<file path="config.mk">
export PLATFORM = sky130hd
export DESIGN_NAME = wlan_ie_channel_width_parser_top
export DESIGN_NICKNAME = d
export VERILOG_FILES = /design/src/design/wiecw_pkg.sv /design/src/design/wiecw_tracker.sv /design/src/design/wiecw_decide.sv /design/src/design/wlan_ie_channel_width_parser_top.sv
export VERILOG_INCLUDE_DIRS = /design/src /design/src/design
export SDC_FILE = /design/constraint.sdc
export NUM_CORES = 1
export LEC_CHECK = 0
export BUFFER_PORTS_ARGS = -buffer_cell sky130_fd_sc_hd__buf_2
export CAP_MARGIN = 15
export CORE_MARGIN = 5
export CORE_UTILIZATION = 23
export DETAILED_ROUTE_END_ITERATION = 6
export HOLD_SLACK_MARGIN = 0.03
export PLACE_DENSITY_LB_ADDON = 0.3
export SYNTH_ARGS = -nofsm -noshare
export SYNTH_HDL_FRONTEND = slang
export SYNTH_SLANG_ARGS = --single-unit
</file>
<file path="constraint.sdc">
create_clock -name clock -period 5.7 [get_ports clock]
set_clock_uncertainty 0.15 [all_clocks]
set_input_delay 1.14 -clock clock [delete_from_list [all_inputs] [get_ports clock]]
set_output_delay 1.14 -clock clock [all_outputs]
set_load 0.01 [all_outputs]
</file>
<file path="src/design/assert_macros.svh">
// Assertion macros shared by the channel-width parser RTL.
// Depends on nothing; included by files that carry concurrent checks.
`ifndef ASSERT_MACROS_SVH
`define ASSERT_MACROS_SVH

// Check a property on every rising clock edge outside reset.
`define ASSERT_CLK(lbl, clk, rst, prop) \
   lbl: assert property (@(posedge clk) disable iff (rst) prop) \
      else $error("assertion failed");

// Check that a condition never holds on a rising clock edge outside reset.
`define ASSERT_NEVER(lbl, clk, rst, cond) \
   lbl: assert property (@(posedge clk) disable iff (rst) !(cond)) \
      else $error("forbidden condition seen");

`endif

</file>
<file path="src/design/wiecw_pkg.sv">
// Package for the information-element channel-width parser.
// Holds element ids, width codes and the captured-field struct; no dependencies.
package wiecw_pkg;

   localparam logic [7:0] ID_HT_OP   = 8'd61;
   localparam logic [7:0] ID_VHT_CAP = 8'd191;
   localparam logic [7:0] ID_VHT_OP  = 8'd192;
   localparam logic [7:0] ID_HE_EXT  = 8'd255;
   localparam logic [7:0] EXT_HE_CAP = 8'd35;
   localparam logic [7:0] SPAN_80P80 = 8'd16;
   localparam logic [7:0] SPAN_160   = 8'd8;

   localparam logic [2:0] CW_20    = 3'd0;
   localparam logic [2:0] CW_40    = 3'd1;
   localparam logic [2:0] CW_40_UP = 3'd2;
   localparam logic [2:0] CW_40_DN = 3'd3;
   localparam logic [2:0] CW_80    = 3'd4;
   localparam logic [2:0] CW_160   = 3'd5;
   localparam logic [2:0] CW_80P80 = 3'd6;

   localparam logic [1:0] MODE_NONE = 2'd0;
   localparam logic [1:0] MODE_HT   = 2'd1;
   localparam logic [1:0] MODE_VHT  = 2'd2;
   localparam logic [1:0] MODE_HE   = 2'd3;

   typedef struct packed {
      logic       ht_seen;
      logic       vht_seen;
      logic       he_seen;
      logic [1:0] sec_offset;
      logic [7:0] ccfs2_value;
      logic [1:0] supp_width_set;
      logic [1:0] ext_nss_support;
      logic [7:0] vht_op_width;
      logic [7:0] center_seg0;
      logic [7:0] center_seg1;
      logic [1:0] he_width_set;
   } cap_type;

endpackage

</file>
<file path="src/design/wiecw_tracker.sv">
// Element walker: follows id, length and position of each element and
// captures the width-related fields. Depends on wiecw_pkg.
module wiecw_tracker
   import wiecw_pkg::*;
(
   input  logic       clock,
   input  logic       reset,
   input  logic       step,
   input  logic [7:0] ie_byte,
   input  logic       last_byte,
   output cap_type    cap_next
);

   logic [7:0] elem_id_ff, elem_id_in;
   logic [7:0] elem_len_ff, elem_len_in;
   logic [8:0] byte_pos_ff, byte_pos_in;
   cap_type    cap_ff, cap_in;

   always_comb begin
      elem_id_in  = elem_id_ff;
      elem_len_in = elem_len_ff;
      byte_pos_in = byte_pos_ff;
      cap_in      = cap_ff;
      priority if (byte_pos_ff == 9'd0) begin
         elem_id_in = ie_byte;
         if (ie_byte == ID_HT_OP) cap_in.ht_seen = 1'b1;
         if (ie_byte == ID_VHT_CAP || ie_byte == ID_VHT_OP) cap_in.vht_seen = 1'b1;
         byte_pos_in = 9'd1;
      end else if (byte_pos_ff == 9'd1) begin
         elem_len_in = ie_byte;
         byte_pos_in = (ie_byte == 8'd0) ? 9'd0 : 9'd2;
      end else begin
         unique case (elem_id_ff)
            ID_HT_OP: begin
               if (byte_pos_ff == 9'd3) cap_in.sec_offset = ie_byte[1:0];
               else if (byte_pos_ff == 9'd4) cap_in.ccfs2_value[2:0] = ie_byte[7:5];
               else if (byte_pos_ff == 9'd5) cap_in.ccfs2_value[7:3] = ie_byte[4:0];
            end
            ID_VHT_CAP: begin
               if (byte_pos_ff == 9'd2) cap_in.supp_width_set = ie_byte[3:2];
               else if (byte_pos_ff == 9'd5) cap_in.ext_nss_support = ie_byte[7:6];
            end
            ID_VHT_OP: begin
               if (byte_pos_ff == 9'd2) cap_in.vht_op_width = ie_byte;
               else if (byte_pos_ff == 9'd3) cap_in.center_seg0 = ie_byte;
               else if (byte_pos_ff == 9'd4) cap_in.center_seg1 = ie_byte;
            end
            ID_HE_EXT: begin
               if (byte_pos_ff == 9'd2) begin
                  if (ie_byte == EXT_HE_CAP) cap_in.he_seen = 1'b1;
                  else elem_id_in = 8'd0;
               end else if (byte_pos_ff == 9'd9) begin
                  cap_in.he_width_set = ie_byte[4:3];
               end
            end
            default: begin
            end
         endcase
         byte_pos_in = (byte_pos_ff >= ({1'b0, elem_len_ff} + 9'd1)) ? 9'd0
                                                                     : byte_pos_ff + 9'd1;
      end
   end

   assign cap_next = cap_in;

   // drop all state after the last byte so the next list starts clean
   always_ff @(posedge clock) begin
      if (reset || (step && last_byte)) begin
         elem_id_ff  <= '0;
         elem_len_ff <= '0;
         byte_pos_ff <= '0;
         cap_ff      <= '0;
      end else if (step) begin
         elem_id_ff  <= elem_id_in;
         elem_len_ff <= elem_len_in;
         byte_pos_ff <= byte_pos_in;
         cap_ff      <= cap_in;
      end
   end

endmodule

</file>
<file path="src/design/wiecw_decide.sv">
// Width decision: picks HE, VHT or HT width from the captured fields and
// promotes 80 MHz to 160 or 80+80. Depends on wiecw_pkg.
module wiecw_decide
   import wiecw_pkg::*;
(
   input  cap_type    cap,
   output logic [2:0] chan_width,
   output logic [1:0] mode_seen
);

   logic [2:0] ht_cw, vht_cw, base_cw, promo_cw;
   logic [3:0] nss_map;
   logic       rev, ccf, ccf160, ccf8080;
   logic [7:0] d_seg, d_ccf;

   always_comb begin
      unique case (cap.sec_offset)
         2'd0:    ht_cw = CW_20;
         2'd1:    ht_cw = CW_40_UP;
         2'd3:    ht_cw = CW_40_DN;
         default: ht_cw = CW_40;
      endcase

      priority if (cap.vht_op_width == 8'd0) vht_cw = ht_cw;
      else if (cap.vht_op_width == 8'd1) vht_cw = CW_80;
      else if (cap.vht_op_width == 8'd2) vht_cw = CW_160;
      else vht_cw = CW_80P80;

      priority if (cap.he_seen) begin
         mode_seen = MODE_HE;
         unique case (cap.he_width_set)
            2'd0:    base_cw = vht_cw;
            2'd1:    base_cw = CW_160;
            2'd3:    base_cw = CW_80P80;
            default: base_cw = CW_20;
         endcase
      end else if (cap.vht_seen) begin
         mode_seen = MODE_VHT;
         base_cw   = vht_cw;
      end else if (cap.ht_seen) begin
         mode_seen = MODE_HT;
         base_cw   = ht_cw;
      end else begin
         mode_seen = MODE_NONE;
         base_cw   = CW_20;
      end
   end

   always_comb begin
      nss_map = {cap.supp_width_set, cap.ext_nss_support};
      rev     = (cap.vht_op_width == 8'd1) && (cap.center_seg1 != 8'd0);
      ccf     = (cap.vht_op_width == 8'd1) && (cap.ccfs2_value != 8'd0);
      d_seg   = (cap.center_seg1 >= cap.center_seg0) ? cap.center_seg1 - cap.center_seg0
                                                     : cap.center_seg0 - cap.center_seg1;
      d_ccf   = (cap.ccfs2_value >= cap.center_seg0) ? cap.ccfs2_value - cap.center_seg0
                                                     : cap.center_seg0 - cap.ccfs2_value;
      ccf160  = (nss_map == 4'd1) || (nss_map == 4'd2) || (nss_map == 4'd3);
      ccf8080 = (nss_map == 4'd5) || (nss_map == 4'd2) || (nss_map == 4'd6) ||
                (nss_map == 4'd3);
      priority if ((rev && d_seg == SPAN_160) || (ccf160 && ccf && d_ccf == SPAN_160))
         promo_cw = CW_160;
      else if ((rev && d_seg > SPAN_80P80) || (ccf8080 && ccf && d_ccf > SPAN_80P80))
         promo_cw = CW_80P80;
      else
         promo_cw = CW_80;
   end

   assign chan_width = (mode_seen[1] && base_cw == CW_80) ? promo_cw : base_cw;

endmodule

</file>
<file path="src/design/wlan_ie_channel_width_parser_top.sv">
// Top level of the information-element channel-width parser.
// Depends on wiecw_pkg, wiecw_tracker, wiecw_decide and assert_macros.svh.
//
//   port group | dir | carries
//   req_*      | in  | one element-list byte per request, tlast on final byte
//   rsp_*      | out | channel width and mode, one request per list
//
// One byte per cycle unless a last byte is stalled: input register, walker/decision
// logic, result register. A list's result registers as its last byte advances.
// Reset is synchronous and returns the walker to the start of an element.
// A waiting result stalls only a last byte; other bytes keep flowing.
module wlan_ie_channel_width_parser_top
   import wiecw_pkg::*;
(
   input  logic       clock,
   input  logic       reset,
   input  logic       req_tvalid,
   output logic       req_tready,
   input  logic [7:0] req_tdata,   // [7:0] ie_byte
   input  logic       req_tlast,   // last_byte
   output logic       rsp_tvalid,
   input  logic       rsp_tready,
   output logic [7:0] rsp_tdata    // [2:0] chan_width, [4:3] mode_seen, [7:5] zero
);

   `include "assert_macros.svh"

   logic       in_valid_ff, in_valid_in;
   logic [7:0] in_byte_ff;
   logic       in_last_ff;
   logic       rsp_valid_ff, rsp_valid_in;
   logic [2:0] rsp_cw_ff;
   logic [1:0] rsp_mode_ff;
   logic       advance;
   cap_type    cap_next;
   logic [2:0] chan_width;
   logic [1:0] mode_seen;

   assign advance     = in_valid_ff && (!in_last_ff || !rsp_valid_ff || rsp_tready);
   assign req_tready  = !in_valid_ff || advance;
   assign in_valid_in = (req_tvalid && req_tready) || (in_valid_ff && !advance);

   wiecw_tracker u_tracker (
      .clock     (clock),
      .reset     (reset),
      .step      (advance),
      .ie_byte   (in_byte_ff),
      .last_byte (in_last_ff),
      .cap_next  (cap_next)
   );

   wiecw_decide u_decide (
      .cap        (cap_next),
      .chan_width (chan_width),
      .mode_seen  (mode_seen)
   );

   always_comb begin
      priority if (advance && in_last_ff) rsp_valid_in = 1'b1;
      else if (rsp_tready) rsp_valid_in = 1'b0;
      else rsp_valid_in = rsp_valid_ff;
   end

   always_ff @(posedge clock) begin
      if (reset) begin
         in_valid_ff  <= 1'b0;
         rsp_valid_ff <= 1'b0;
      end else begin
         in_valid_ff  <= in_valid_in;
         rsp_valid_ff <= rsp_valid_in;
      end
   end

   always_ff @(posedge clock) begin
      if (req_tvalid && req_tready) begin
         in_byte_ff <= req_tdata;
         in_last_ff <= req_tlast;
      end
      if (advance && in_last_ff) begin
         rsp_cw_ff   <= chan_width;
         rsp_mode_ff <= mode_seen;
      end
   end

   assign rsp_tvalid = rsp_valid_ff;
   assign rsp_tdata  = {3'b000, rsp_mode_ff, rsp_cw_ff};

   `ASSERT_NEVER(a_cw_range, clock, reset, rsp_tvalid && rsp_tdata[2:0] == 3'd7)
   `ASSERT_CLK(a_none_is_20, clock, reset,
      rsp_tvalid && rsp_tdata[4:3] == MODE_NONE |-> rsp_tdata[2:0] == CW_20)
   `ASSERT_CLK(a_ht_le_40, clock, reset,
      rsp_tvalid && rsp_tdata[4:3] == MODE_HT |-> !rsp_tdata[2])
   `ASSERT_CLK(a_last_held, clock, reset,
      in_valid_ff && in_last_ff && rsp_tvalid && !rsp_tready |=> in_valid_ff && in_last_ff)

endmodule
</file>
## Word level (Yosys, flattened, before mapping)

Index checks and enable logic that the tools add are counted.

| storage, ports and cells | value |
|---|---|
| register bits | 84 |
| latch bits | 0 |
| bits in writable memories | 0 |
| memory bits (read-only) | 0 |
| bits of input ports | 13 |
| output and inout port bits | 10 |
| word-level logic and storage cells | 159 |
| memories | 0 |

| operators by class | value |
|---|---|
| $add $sub $neg | 6 |
| multiply operators | 0 |
| div/mod/pow operators | 0 |
| magnitude comparators | 5 |
| equality and inequality tests | 30 |
| shifts and indexed selects | 0 |
| muxes and demuxes | 54 |
| bitwise gates (word level) | 1 |
| reductions and logical operators | 42 |

Operator list:

| cell | count |
|---|---|
| 8-bit 2-to-1 mux | 12 |
| 41-bit 2-to-1 mux | 2 |
| 8-bit equality test (second input constant) | 5 |
| 8-bit subtractor | 4 |
| 2-bit 2-to-1 mux | 14 |
| 9-bit 2-to-1 mux | 3 |
| 8-bit by 6-bit equality test with 1-bit output (second input constant) | 3 |
| 24-bit 2-to-1 mux | 1 |
| 3-bit 2-to-1 mux | 7 |
| 9-bit by 2-bit equality test with 1-bit output (second input constant) | 2 |
| 9-bit by 3-bit equality test with 1-bit output (second input constant) | 2 |
| 8-bit by 4-bit equality test with 1-bit output (second input constant) | 2 |
| 8-bit >= comparator | 2 |
| 8-bit by 5-bit greater-than comparator with 1-bit output (second input constant) | 2 |
| 8-bit zero test | 2 |
| 16-bit 2-to-1 mux | 1 |
| 8-bit nonzero test | 2 |
| 1-bit logical AND | 13 |
| 1-bit logical OR | 13 |
| 10-bit 2-to-1 mux | 1 |
| 5-bit 2-to-1 mux | 2 |
| 8-bit by 1-bit adder with 9-bit output (second input constant) | 1 |
| 9-bit by 1-bit adder with 9-bit output (second input constant) | 1 |
| 9-bit by 1-bit equality test with 1-bit output (second input constant) | 1 |
| 22 further kinds | 40 |

## Longest topological paths before layout

Gate-level depths: netlist of run 1.

| depth | value |
|---|---|
| depth after elaboration | 17 |
| mapped depth | 23 |
| depth with buffers taken out | 22 |

## By module

From an unflattened synthesis of run 1, not the netlist that was laid out.

| unflattened totals | value |
|---|---|
| cells, all modules | 681 |
| area, all modules | 6229.7 um^2 |

Modules (own cells, without submodules):

| module | times used | cells an instance | area an instance (um^2) | seq. area each (um^2) |
|---|---|---|---|---|
| wiecw_tracker | 1 | 396 | 3849.9 | 1361.3 |
| wiecw_decide | 1 | 255 | 1829.3 | 0.0 |
| wlan_ie_channel_width_parser_top | 1 | 30 | 550.5 | 460.4 |

## Worst setup path before layout of run 1

Ideal clock, no wire load.

| path | value |
|---|---|
| kind | reg-to-reg |
| start | reg u_tracker.byte_pos_ff[0] |
| end | reg rsp_cw_ff[1], data pin |
| library setup time | 256 ps |
| data arrival time | 5547 ps |
| data required time | 5294 ps |
| path slack | -253 ps |
| cell stages (with the launch flop) | 23 |
| path buffers | 3 |
| clock period less this slack | 5953 ps |
| cell sequence | dfxtp_1 inv_1 ha_1 clkbuf_1 o211a_1 or4_1 nor3_1 mux2i_1 inv_1 ha_1 clkbuf_1 a41oi_1 o211ai_1 a21oi_1 clkbuf_1 mux2_2 a221oi_1 o21ai_0 or3_1 a21oi_1 nand3_1 o31a_1 a41o_1 |

RTL lines:

| item | RTL line | RTL |
|---|---|---|
| start, declared | wiecw_tracker.sv:16 | `logic [8:0] byte_pos_ff, byte_pos_in;` |
| start signal, assigned | wiecw_tracker.sv:76 | `byte_pos_ff <= byte_pos_in;` |
| end signal, assigned | wlan_ie_channel_width_parser_top.sv:80 | `rsp_cw_ff <= chan_width;` |
| end, declared | wlan_ie_channel_width_parser_top.sv:32 | `logic [2:0] rsp_cw_ff;` |

==> results.ini, run 1 <==
[floorplanning]
rows = 59
die_area_mm2 = 0.0293
die_w_um = 171
start_util = 0.231
io_pins = 23
fp.dieH_um = 171
core_area_mm2 = 0.0258

[synth]
synth_cell_type_count = 72
synth_area_mm2 = 0.00597
synth_seq_cells = 84
async_flop_share = 0
synth.avg_cell_area_um2 = 8.44
synth_ff_type = dfxtp_1
syn_inst = 707
ys_seq_area_frac = 0.305
yosysWarnings = 0
synth_edf_count = 14

[cts]
insertion_delay_ps = 350
path_clk_slew_ps = 70
clk_path_buf_depth = 2
htreeDepth = 3
cts_root_buf = clkbuf_16
cts_buffers = 9
cts_tree = done
clock-sinks = 84

[sta]
slew_headroom = 0.333
setup_viol = 0
finalCriticalPeriod_ps = 5380
fin_tns_setup_ps = 0
slew_violations = 0
fin_ws_ps = 319
final_hold_viol_count = 0
rsz0062_at_grt = no
fmax_ghz = 0.186
fin_hold_ws_ps = 312
period_share = 0.944
tightestPinTransition_ps = 992

[power]
vdd_drop_max_uv = 197
p_seq_frac = 0.390
total_leakage_power_nw = 2.89
clkPwrFrac = 0.333
power.switching_fraction = 0.321
power_frac_comb = 0.276
cellPowerDensity_mw_per_mm2 = 235
p_int_w = 0.00113
power.switching_w = 0.000533

[worst_setup_path]
critPathSlowestCell = or4_4
crit_type = reg2reg
path_max_fanout = 9
startpoint_type = register
cp_common_cell = a21oi_1
critPathMaxStageDelay_ps = 530
worstPathCellList = inv_1 -> ha_1 -> o211a_1 -> or4_4 -> nor3_4 -> buf_4 -> mux2_2 -> ha_1 -> a21oi_1 -> nand2_1 -> a21oi_1 -> buf_4 -> mux2_2 -> a221oi_1 -> o21ai_1 -> or3_1 -> a21oi_1 -> nand3_1 -> o31a_1 -> a41o_1
cp.required_ps = 5660
reg2reg_depth = 20
cp.arrival_ps = 5340
end_kind = register

[layout]
n_fill_cell = 2762
layout_commonest_cell = nor2_1
antenna-diode-count = 0
fin_nets = 813
area_growth_pct = 18.5
mostFrequentLayoutCells = nor2_1 (85), dfxtp_1 (69), buf_4 (54)
multi_input_area_mm2 = 0.00386
seqCellArea_mm2 = 0.00182
postLayoutCoreUtil = 0.274
drive_above_1_share = 0.165

[grt]
overflow = 0
grt_pass1_vias = 4979
grt_max_degree = 69
grt_first_pass_wirelength_um = 27900
groute.usage.overall = 0.120
antenna_found_initial = 0

[drt]
drt_pass1_iterations = 5
vias = 5298
ant_nets = 0
drt-wirelength-per-cell_um = 15.8
drc = 0
viasPerCell = 4.85
drt-initial-drc-count = 424
drt_wl_total_um = 17300

[worst_hold_path]
hp-class = reg2reg
hold_depth = 2

[flow_run]
max_cap_viol_count = 0

[run_status]
outcome = finished clean

[placed_design]
hpwl_um = 13000
place_ws_ps = 184
routabilityCongestion = 0.883
numPortBuffers = 19

==> power by group through the flow <==
stage	Sequential (W)	Combinational [W]	Clock, W
after detailed placement	0.000661	0.000437	0
after global placement	0.000661	0.000440	0
after CTS	0.000648	0.000440	0.000571
after floorplan	0.000648	0.000325	0
after global routing	0.000651	0.000511	0.000600
final	0.000648	0.000459	0.000553
==> state kept, by name (all words and copies together) (netlist names), 2 cells and up <==
name,count
rsp_cw_ff,3
in_byte_ff,8
u_tracker.elem_len_ff,8
u_tracker.cap_ff,43
u_tracker.elem_id_ff,8
u_tracker.byte_pos_ff,9
rsp_mode_ff,2
==> cells by family after synthesis <==
family / share of synthesized area
simple gates: 0.202
mux: 0.109
compound gates: 0.197
other cells: 0.000628
fa+ha+maj: 0.101
flops: 0.305
buf+inv: 0.0581
xor+xnor: 0.0264
==> cells in the mapped netlist, drive strengths merged (4+ instances only) <==
| master | count | area share |
|---|---|---|
| a211oi | 35 | 0.044 |
| a21o | 13 | 0.016 |
| a21oi | 38 | 0.032 |
| a22oi | 9 | 0.011 |
| a31oi | 7 | 0.0073 |
| and2 | 6 | 0.0063 |
| and3 | 12 | 0.013 |
| and4 | 5 | 0.0073 |
| buf | 8 | 0.0078 |
| clkbuf | 34 | 0.021 |
| dfxtp | 70 | 0.23 |
| edfxtp | 14 | 0.070 |
| ha | 45 | 0.094 |
| inv | 46 | 0.029 |
| mux2 | 9 | 0.017 |
| mux2i | 55 | 0.092 |
| nand2 | 37 | 0.024 |
| nand2b | 6 | 0.0063 |
| nand3 | 24 | 0.020 |
| nand4 | 7 | 0.0099 |
| nor2 | 85 | 0.053 |
| nor2b | 6 | 0.0063 |
| nor3 | 21 | 0.020 |
| nor3b | 4 | 0.0050 |
| nor4 | 5 | 0.0078 |
| o21ai | 22 | 0.019 |
| or3 | 4 | 0.0042 |
| or4 | 4 | 0.0050 |
| xnor2 | 10 | 0.015 |
| xor2 | 8 | 0.012 |
==> critical path: cells and delay by family (launching register included) <==
kind	cells	cell delay, ps
buffers and inverters	3	510
flip-flops	1	360
multiplexers	2	700
adder cells (fa/ha/maj)	2	600
AO/OA/AOI/OAI	8	1490
AND/OR/NAND/NOR	5	1340
==> layer usage <==
| metal | vias to the layer above | track usage | wire [µm] |
|---|---|---|---|
| met4 | 0 | 0.0379 | 335 |
| met2 | 110 | 0.190 | 7760 |
| li1 | 2657 | - | - |
| met3 | 21 | 0.0217 | 730 |
| met1 | 2510 | 0.166 | 8440 |
| met5 | - | 0 | 0 |
==> final cells by class <==
type / count / share of cell area
Clock inverter: 5 / 0.00548
Inverter: 46 / 0.0244
Sequential cell: 84 / 0.258
Clock buffer: 11 / 0.0329
Tap cell: 335 / 0.0593
Multi-Input combinational cell: 537 / 0.545
Timing Repair Buffer: 75 / 0.0747
==> final timing paths <==
| check | startpoint | to | slack, ps |
|---|---|---|---|
| max reg2reg | u_tracker.byte_pos_ff[0] | rsp_cw_ff[1] | 320 |
| min reg2reg | u_tracker.cap_ff[29] | u_tracker.cap_ff[29] | 310 |
| max | u_tracker.byte_pos_ff[0] | rsp_cw_ff[1] | 320 |
| min | u_tracker.cap_ff[29] | u_tracker.cap_ff[29] | 310 |
==> per-stage QoR <==
step	total power (W)	std cells	instance area, µm²
4_1_cts	0.00166	1085	6970
6_report	0.00166	1093	7070
5_1_grt	0.00176	1093	7070
2_1_floorplan	0.000973	709	5990
3_3_place_gp	0.00110	1069	6690
3_5_place_dp	0.00110	1069	6690
==> timing repair <==
item                                    CTS  global route
endpoints found under the hold margin     0             0
hold buffers                              0             0
gates resized for setup                   0            12
setup buffers                             0             7
endpoints found under the setup margin    0             2
Power figures use the tool's default switching activity.
==> run 2: changes to the inputs <==
Settings changed: CORE_UTILIZATION 23 to 57.
==> run 2 against run 1 <==
  * The run now ends with DRC left
  * Core utilization up 38 points
  * Register-to-register slack worse by 50 ps
  * Design area decreased by 5.4%
  * Worst setup slack worse by 51 ps
  * Sequential share of layout area rose by 1.5 points
  * Critical endpoint unchanged
  * Highest routed layer unchanged
==> results.ini, run 2 (synthesis gave the netlist of run 1 again) <==
[cts]
htreeDepth = 3  ; unchanged
clock-sinks = 84  ; unchanged
path_clk_slew_ps = 90  ; was 70 ps
cts_buffers = 9  ; unchanged
clk_path_buf_depth = 2  ; unchanged
insertion_delay_ps = 360  ; was 350 ps
cts_tree = done  ; unchanged
cts_root_buf = clkbuf_8  ; was clkbuf_16

[layout]
top_register = u_tracker.cap_ff  ; unchanged
seqCellArea_mm2 = 0.00182  ; about the same
largest_reg_flops = 43  ; unchanged
top_regs = u_tracker.cap_ff x43, u_tracker.byte_pos_ff x9  ; unchanged
fin_nets = 808  ; was 813
mostFrequentLayoutCells = nor2_1 (85), dfxtp_1 (68), mux2i_1 (54)  ; was nor2_1 (85), dfxtp_1 (69), buf_4 (54)
final_area_mm2 = 0.00669  ; was 0.00707 mm²
layout_commonest_cell = nor2_1  ; unchanged
multi_input_area_mm2 = 0.00385  ; was 0.00386 mm²
drive_above_1_share = 0.159  ; was 0.165
n_fill_cell = 880  ; was 2762
antenna-diode-count = 0  ; unchanged
area_growth_pct = 12.2  ; was 18.5%

[worst_setup_path]
cp.required_ps = 5680  ; was 5660 ps
critPathMaxStageDelay_ps = 550  ; was 530 ps
worstPathCellList = inv_1 -> ha_1 -> o211a_1 -> or4_4 -> nor3_4 -> buf_4 -> mux2_2 -> ha_1 -> a21oi_1 -> nand2_1 -> a21oi_2 -> buf_4 -> mux2i_1 -> xnor2_1 -> a2111oi_0 -> nor3b_1 -> nand3_1 -> o31a_1 -> a41o_1  ; was inv_1 -> ha_1 -> o211a_1 -> or4_4 -> nor3_4 -> buf_4 -> mux2_2 -> ha_1 -> a21oi_1 -> nand2_1 -> a21oi_1 -> buf_4 -> mux2_2 -> a221oi_1 -> o21ai_1 -> or3_1 -> a21oi_1 -> nand3_1 -> o31a_1 -> a41o_1
crit_type = reg2reg  ; unchanged
path_buf_inv = 3  ; unchanged
cp.arrival_ps = 5410  ; was 5340 ps
startpoint_type = register  ; unchanged
worst_path_dominant_cell_family = compound AO/OA/AOI/OAI gates  ; unchanged
path_max_fanout = 7  ; was 9
end_kind = register  ; unchanged
critPathSlowestCell = a2111oi_0  ; was or4_4

[power]
total_leakage_power_nw = 2.83  ; was 2.89 nW
cellPowerDensity_mw_per_mm2 = 232  ; was 235 mW/mm²
vdd_drop_max_uv = 191  ; was 197 µV

[grt]
grt_max_degree = 71  ; was 69
antenna_found_initial = 0  ; unchanged
grt_pass1_vias = 5246  ; was 4979
grt_first_pass_wirelength_um = 25800  ; was 27900 µm
groute.usage.overall = 0.250  ; was 0.120
overflow = 0  ; unchanged

[drt]
vias = 5505  ; was 5298
drt-wirelength-per-cell_um = 18.0  ; was 15.8 µm
drt_wl_total_um = 16000  ; was 17300 µm
viasPerCell = 6.19  ; was 4.85
ant_nets = 0  ; unchanged
drc = 1  ; was 0
drt_pass1_iterations = 7  ; was 5
drt-initial-drc-count = 494  ; was 424

[run_status]
violations = DRC
outcome = finished, violations left  ; was finished clean

[floorplanning]
rows = 37  ; was 59
io_pins = 23  ; unchanged
die_area_mm2 = 0.0126  ; was 0.0293 mm²
fp.dieH_um = 112  ; was 171 µm
die_w_um = 112  ; was 171 µm
core_area_mm2 = 0.0103  ; was 0.0258 mm²
start_util = 0.581  ; was 0.231

[sta]
setup_viol = 0  ; unchanged
final_hold_viol_count = 0  ; unchanged
fmax_ghz = 0.184  ; was 0.186 GHz
rsz0062_at_grt = no  ; unchanged
tightestPinTransition_ps = 1080  ; was 992 ps
finalCriticalPeriod_ps = 5430  ; was 5380 ps
slew_headroom = 0.280  ; was 0.333
fin_tns_setup_ps = 0  ; unchanged
slew_violations = 0  ; unchanged
period_share = 0.953  ; was 0.944

[flow_run]
max_cap_viol_count = 0  ; unchanged

[worst_hold_path]
hp-class = reg2reg  ; unchanged

[placed_design]
routabilityCongestion = 0.893  ; was 0.883
postPlaceCellArea_mm2 = 0.00644  ; was 0.00669 mm²
hpwl_um = 12100  ; was 13000 µm
numPortBuffers = 19  ; unchanged

## run 2: cell count changes in the layout (fill, tap and decap cells not counted), sizes merged
cell | previous run | this run
inv | 47 | 49
bufinv | 0 | 1
clkbuf | 12 | 10
buf | 74 | 70
clkinv | 3 | 1
## run 2: power by group
group	switching, W	internal [W]	leakage, nW
logic	0.000264	0.000204	2.02
clock network	0.000234	0.000207	0.0977
registers	0.0000222	0.000624	0.713
## run 2: worst paths after layout
kind	slack (ps)	start	to	cells after the start
setup / recovery	270	u_tracker.byte_pos_ff[1]	rsp_cw_ff[1]	19
hold / removal	340	u_tracker.cap_ff[29]	u_tracker.cap_ff[29]	2
setup reg to reg	270	u_tracker.byte_pos_ff[1]	rsp_cw_ff[1]	19
hold reg to reg	340	u_tracker.cap_ff[29]	u_tracker.cap_ff[29]	2
## run 2: layout make-up
type	count	area share
multi-input combinational	537	0.575
sequential	84	0.273
clock buffer	10	0.0191
timing repair buffer	70	0.0714
tap	136	0.0254
clock inverter	6	0.0103
inverter	46	0.0258
## run 2: worst min-delay path: stages (launching register included)
cell	delay (ps)
dfxtp_1	330
nand2_1	60
a21oi_1	60
## run 2: what timing repair did
item / CTS / global route
setup buffers: 0 / 4
endpoints found under the setup margin: 0 / 2
resized for setup: 0 / 10
hold buffers: 0 / 0
## run 2: stage by stage
step / setup slack (ps) / hold WS (ps) / util / power [W] / cells
after CTS: 56.9 / 330 / 0.645 / 0.00153 / 885
after global routing: 20.9 / 359 / 0.651 / 0.00163 / 889
final: 269 / 339 / 0.651 / 0.00155 / 889
after floorplan: 32.6 / 286 / - / 0.000973 / 709
after global placement: 202 / 295 / 0.626 / 0.00110 / 869
after detailed placement: 81.0 / 318 / 0.626 / 0.00110 / 869
## run 2: routing by layer
metal  vias up  track usage  wire (µm)
met4         0        0.111        533
met2       240        0.405       7300
met1      2581        0.331       7180
li1       2641            -          -
met5         -            0          0
met3        43       0.0361        996
==> run 3: changes to the inputs <==
Settings changed: MAX_ROUTING_LAYER set to met4.
==> run 3 against run 2 <==
  * The run now ends clean
  * Via count fell by 1.0%
  * Worst hold slack got worse by 22 ps
  * Die area unchanged
  * Global-route usage rose by 0.91 points
  * Sequential share of layout area decreased by 0.095 points
  * Core utilization rose by 0.32 points
  * Worst setup slack got worse by 24 ps
  * Critical path depth grew 3
  * Maximum frequency is 0.43% lower
  * Critical endpoint unchanged
==> results.ini, run 3 (synthesis gave the netlist of run 1 again) <==
[run_status]
outcome = finished clean  ; was finished, violations left

[floorplanning]
io_pins = 23  ; unchanged
die_area_mm2 = 0.0126  ; unchanged
rows = 37  ; unchanged
start_util = 0.581  ; unchanged
die_w_um = 112  ; unchanged
core_area_mm2 = 0.0103  ; unchanged
fp.dieH_um = 112  ; unchanged

[worst_setup_path]
critPathSlowestCell = or4_4  ; was a2111oi_0
critPathMaxStageDelay_ps = 530  ; was 550 ps
worstPathCellList = inv_1 -> ha_1 -> o211a_1 -> or4_4 -> inv_1 -> nand3_2 -> nor2_1 -> a21oi_1 -> ha_1 -> fa_1 -> o211ai_1 -> a21oi_2 -> buf_4 -> buf_4 -> a211o_1 -> a31oi_1 -> o21ai_1 -> or3_1 -> a21oi_2 -> nand3_1 -> o31a_1 -> a41o_1  ; was inv_1 -> ha_1 -> o211a_1 -> or4_4 -> nor3_4 -> buf_4 -> mux2_2 -> ha_1 -> a21oi_1 -> nand2_1 -> a21oi_2 -> buf_4 -> mux2i_1 -> xnor2_1 -> a2111oi_0 -> nor3b_1 -> nand3_1 -> o31a_1 -> a41o_1
worst_path_dominant_cell_family = compound AO/OA/AOI/OAI gates  ; unchanged
startpoint_type = register  ; unchanged
crit_type = reg2reg  ; unchanged
path_buf_inv = 4  ; was 3
end_kind = register  ; unchanged
cp.arrival_ps = 5430  ; was 5410 ps
cp.required_ps = 5670  ; was 5680 ps
path_max_fanout = 7  ; unchanged

[cts]
cts_buffers = 9  ; unchanged
path_clk_slew_ps = 90  ; about the same
cts_root_buf = clkbuf_8  ; unchanged
hold_buffers = 0  ; unchanged
insertion_delay_ps = 360  ; about the same
htreeDepth = 3  ; unchanged
clk_path_buf_depth = 2  ; unchanged
cts_tree = done  ; unchanged
clock-sinks = 84  ; unchanged

[power]
cellPowerDensity_mw_per_mm2 = 233  ; was 232 mW/mm²
clkPwrFrac = 0.289  ; was 0.283
p_seq_frac = 0.413  ; was 0.416
p_total_w = 0.00156  ; was 0.00155 W
vdd_drop_max_uv = 148  ; was 191 µV
power.switching_fraction = 0.324  ; was 0.334
power_frac_comb = 0.298  ; was 0.301
power.switching_w = 0.000507  ; was 0.000520 W
total_leakage_power_nw = 2.82  ; was 2.83 nW
p_int_w = 0.00106  ; was 0.00103 W

[sta]
slew_headroom = 0.268  ; was 0.280
final_hold_viol_count = 0  ; unchanged
fmax_ghz = 0.183  ; was 0.184 GHz
fin_tns_setup_ps = 0  ; unchanged
period_share = 0.957  ; was 0.953
slew_violations = 0  ; unchanged
finalCriticalPeriod_ps = 5460  ; was 5430 ps
setup_viol = 0  ; unchanged
tightestPinTransition_ps = 1100  ; was 1080 ps

[drt]
ant_nets = 0  ; unchanged
vias = 5450  ; was 5505
drt_pass1_iterations = 5  ; was 7
viasPerCell = 6.13  ; was 6.19
drc = 0  ; was 1
drt_wl_total_um = 16000  ; about the same
drt-wirelength-per-cell_um = 18.0  ; about the same
drt-initial-drc-count = 513  ; was 494

[grt]
grt_first_pass_wirelength_um = 26100  ; was 25800 µm
groute.usage.overall = 0.259  ; was 0.250
grt_max_degree = 71  ; unchanged
grt_pass1_vias = 5280  ; was 5246
antenna_found_initial = 0  ; unchanged
overflow = 0  ; unchanged

[layout]
top_regs = u_tracker.cap_ff x43, u_tracker.byte_pos_ff x9  ; unchanged
seqCellArea_mm2 = 0.00183  ; was 0.00182 mm²
layout_commonest_cell = nor2_1  ; unchanged
area_growth_pct = 12.7  ; was 12.2%
largest_reg_flops = 43  ; unchanged
top_register = u_tracker.cap_ff  ; unchanged
mostFrequentLayoutCells = nor2_1 (85), dfxtp_1 (68), mux2i_1 (52)  ; was nor2_1 (85), dfxtp_1 (68), mux2i_1 (54)
fin_nets = 808  ; unchanged
drive_above_1_share = 0.159  ; unchanged
postLayoutCoreUtil = 0.654  ; was 0.651
antenna-diode-count = 0  ; unchanged
multi_input_area_mm2 = 0.00386  ; was 0.00385 mm²
n_fill_cell = 866  ; was 880

[flow_run]
max_cap_viol_count = 0  ; unchanged

[placed_design]
routabilityCongestion = 0.956  ; was 0.893
hpwl_um = 11900  ; was 12100 µm
numPortBuffers = 19  ; unchanged

[worst_hold_path]
hp-class = reg2reg  ; unchanged

run 3: changes by cell type in the layout (fill, tap and decap cells not counted), moves of 2 or more:
| cell | change |
|---|---|
| mux2i_2 | +2 |
| inv_6 | -3 |
| mux2i_1 | -2 |
| clkbuf_1 | +2 |
| buf_4 | -2 |
run 3: final timing paths:
path / startpoint / endpoint / depth (start not counted) / slack, ps
setup reg to reg: u_tracker.byte_pos_ff[1] / rsp_cw_ff[1] / 22 / 240
hold / removal: u_tracker.cap_ff[29] / u_tracker.cap_ff[29] / 2 / 320
setup / recovery: u_tracker.byte_pos_ff[1] / rsp_cw_ff[1] / 22 / 240
hold reg to reg: u_tracker.cap_ff[29] / u_tracker.cap_ff[29] / 2 / 320
run 3: layout make-up:
cell class                      instances  share of cell area
Inverter                               46              0.0257
Timing Repair Buffer                   70              0.0727
Clock inverter                          3             0.00688
Clock buffer                           13              0.0238
Tap cell                              136              0.0253
Multi-Input combinational cell        537               0.574
Sequential cell                        84               0.272
run 3: worst register-to-register path: cells and delay by family, from the launching register on:
family,cells,cell delay (ps)
compound gates,10,1980
flops,1,390
buf+inv,4,480
fa+ha+maj,3,890
simple gates,5,1330
run 3: through the flow:
stage                     cell area (µm²)  std cells  hold WS [ps]  worst slack [ps]
after floorplan                      5990        709           286              32.6
after global placement               6420        867           296               124
after detailed placement             6420        867           301             -23.3
after CTS                            6630        883           313              70.6
after global routing                 6730        889           366             -26.9
final                                6730        889           317               245
run 3: what timing repair did:
item	CTS	global route
pin swaps	0	5
buffers inserted	0	6
endpoints found under the setup margin	1	2
gates resized for setup	1	15
endpoints found under the hold margin	0	0
run 3: layer usage:
| metal | global-route usage | routed length [µm] |
|---|---|---|
| met5 | - | 0 |
| met4 | 0.0897 | 389 |
| met3 | 0.0329 | 912 |
| met2 | 0.416 | 7550 |
| met1 | 0.338 | 7170 |
run 3: power by group through the flow:
stage / registers (W) / logic, W / clock network [W]
global route: 0.000650 / 0.000513 / 0.000474
global placement: 0.000659 / 0.000442 / 0
CTS: 0.000646 / 0.000450 / 0.000452
detailed placement: 0.000659 / 0.000445 / 0
finish: 0.000647 / 0.000466 / 0.000452
floorplan: 0.000648 / 0.000325 / 0
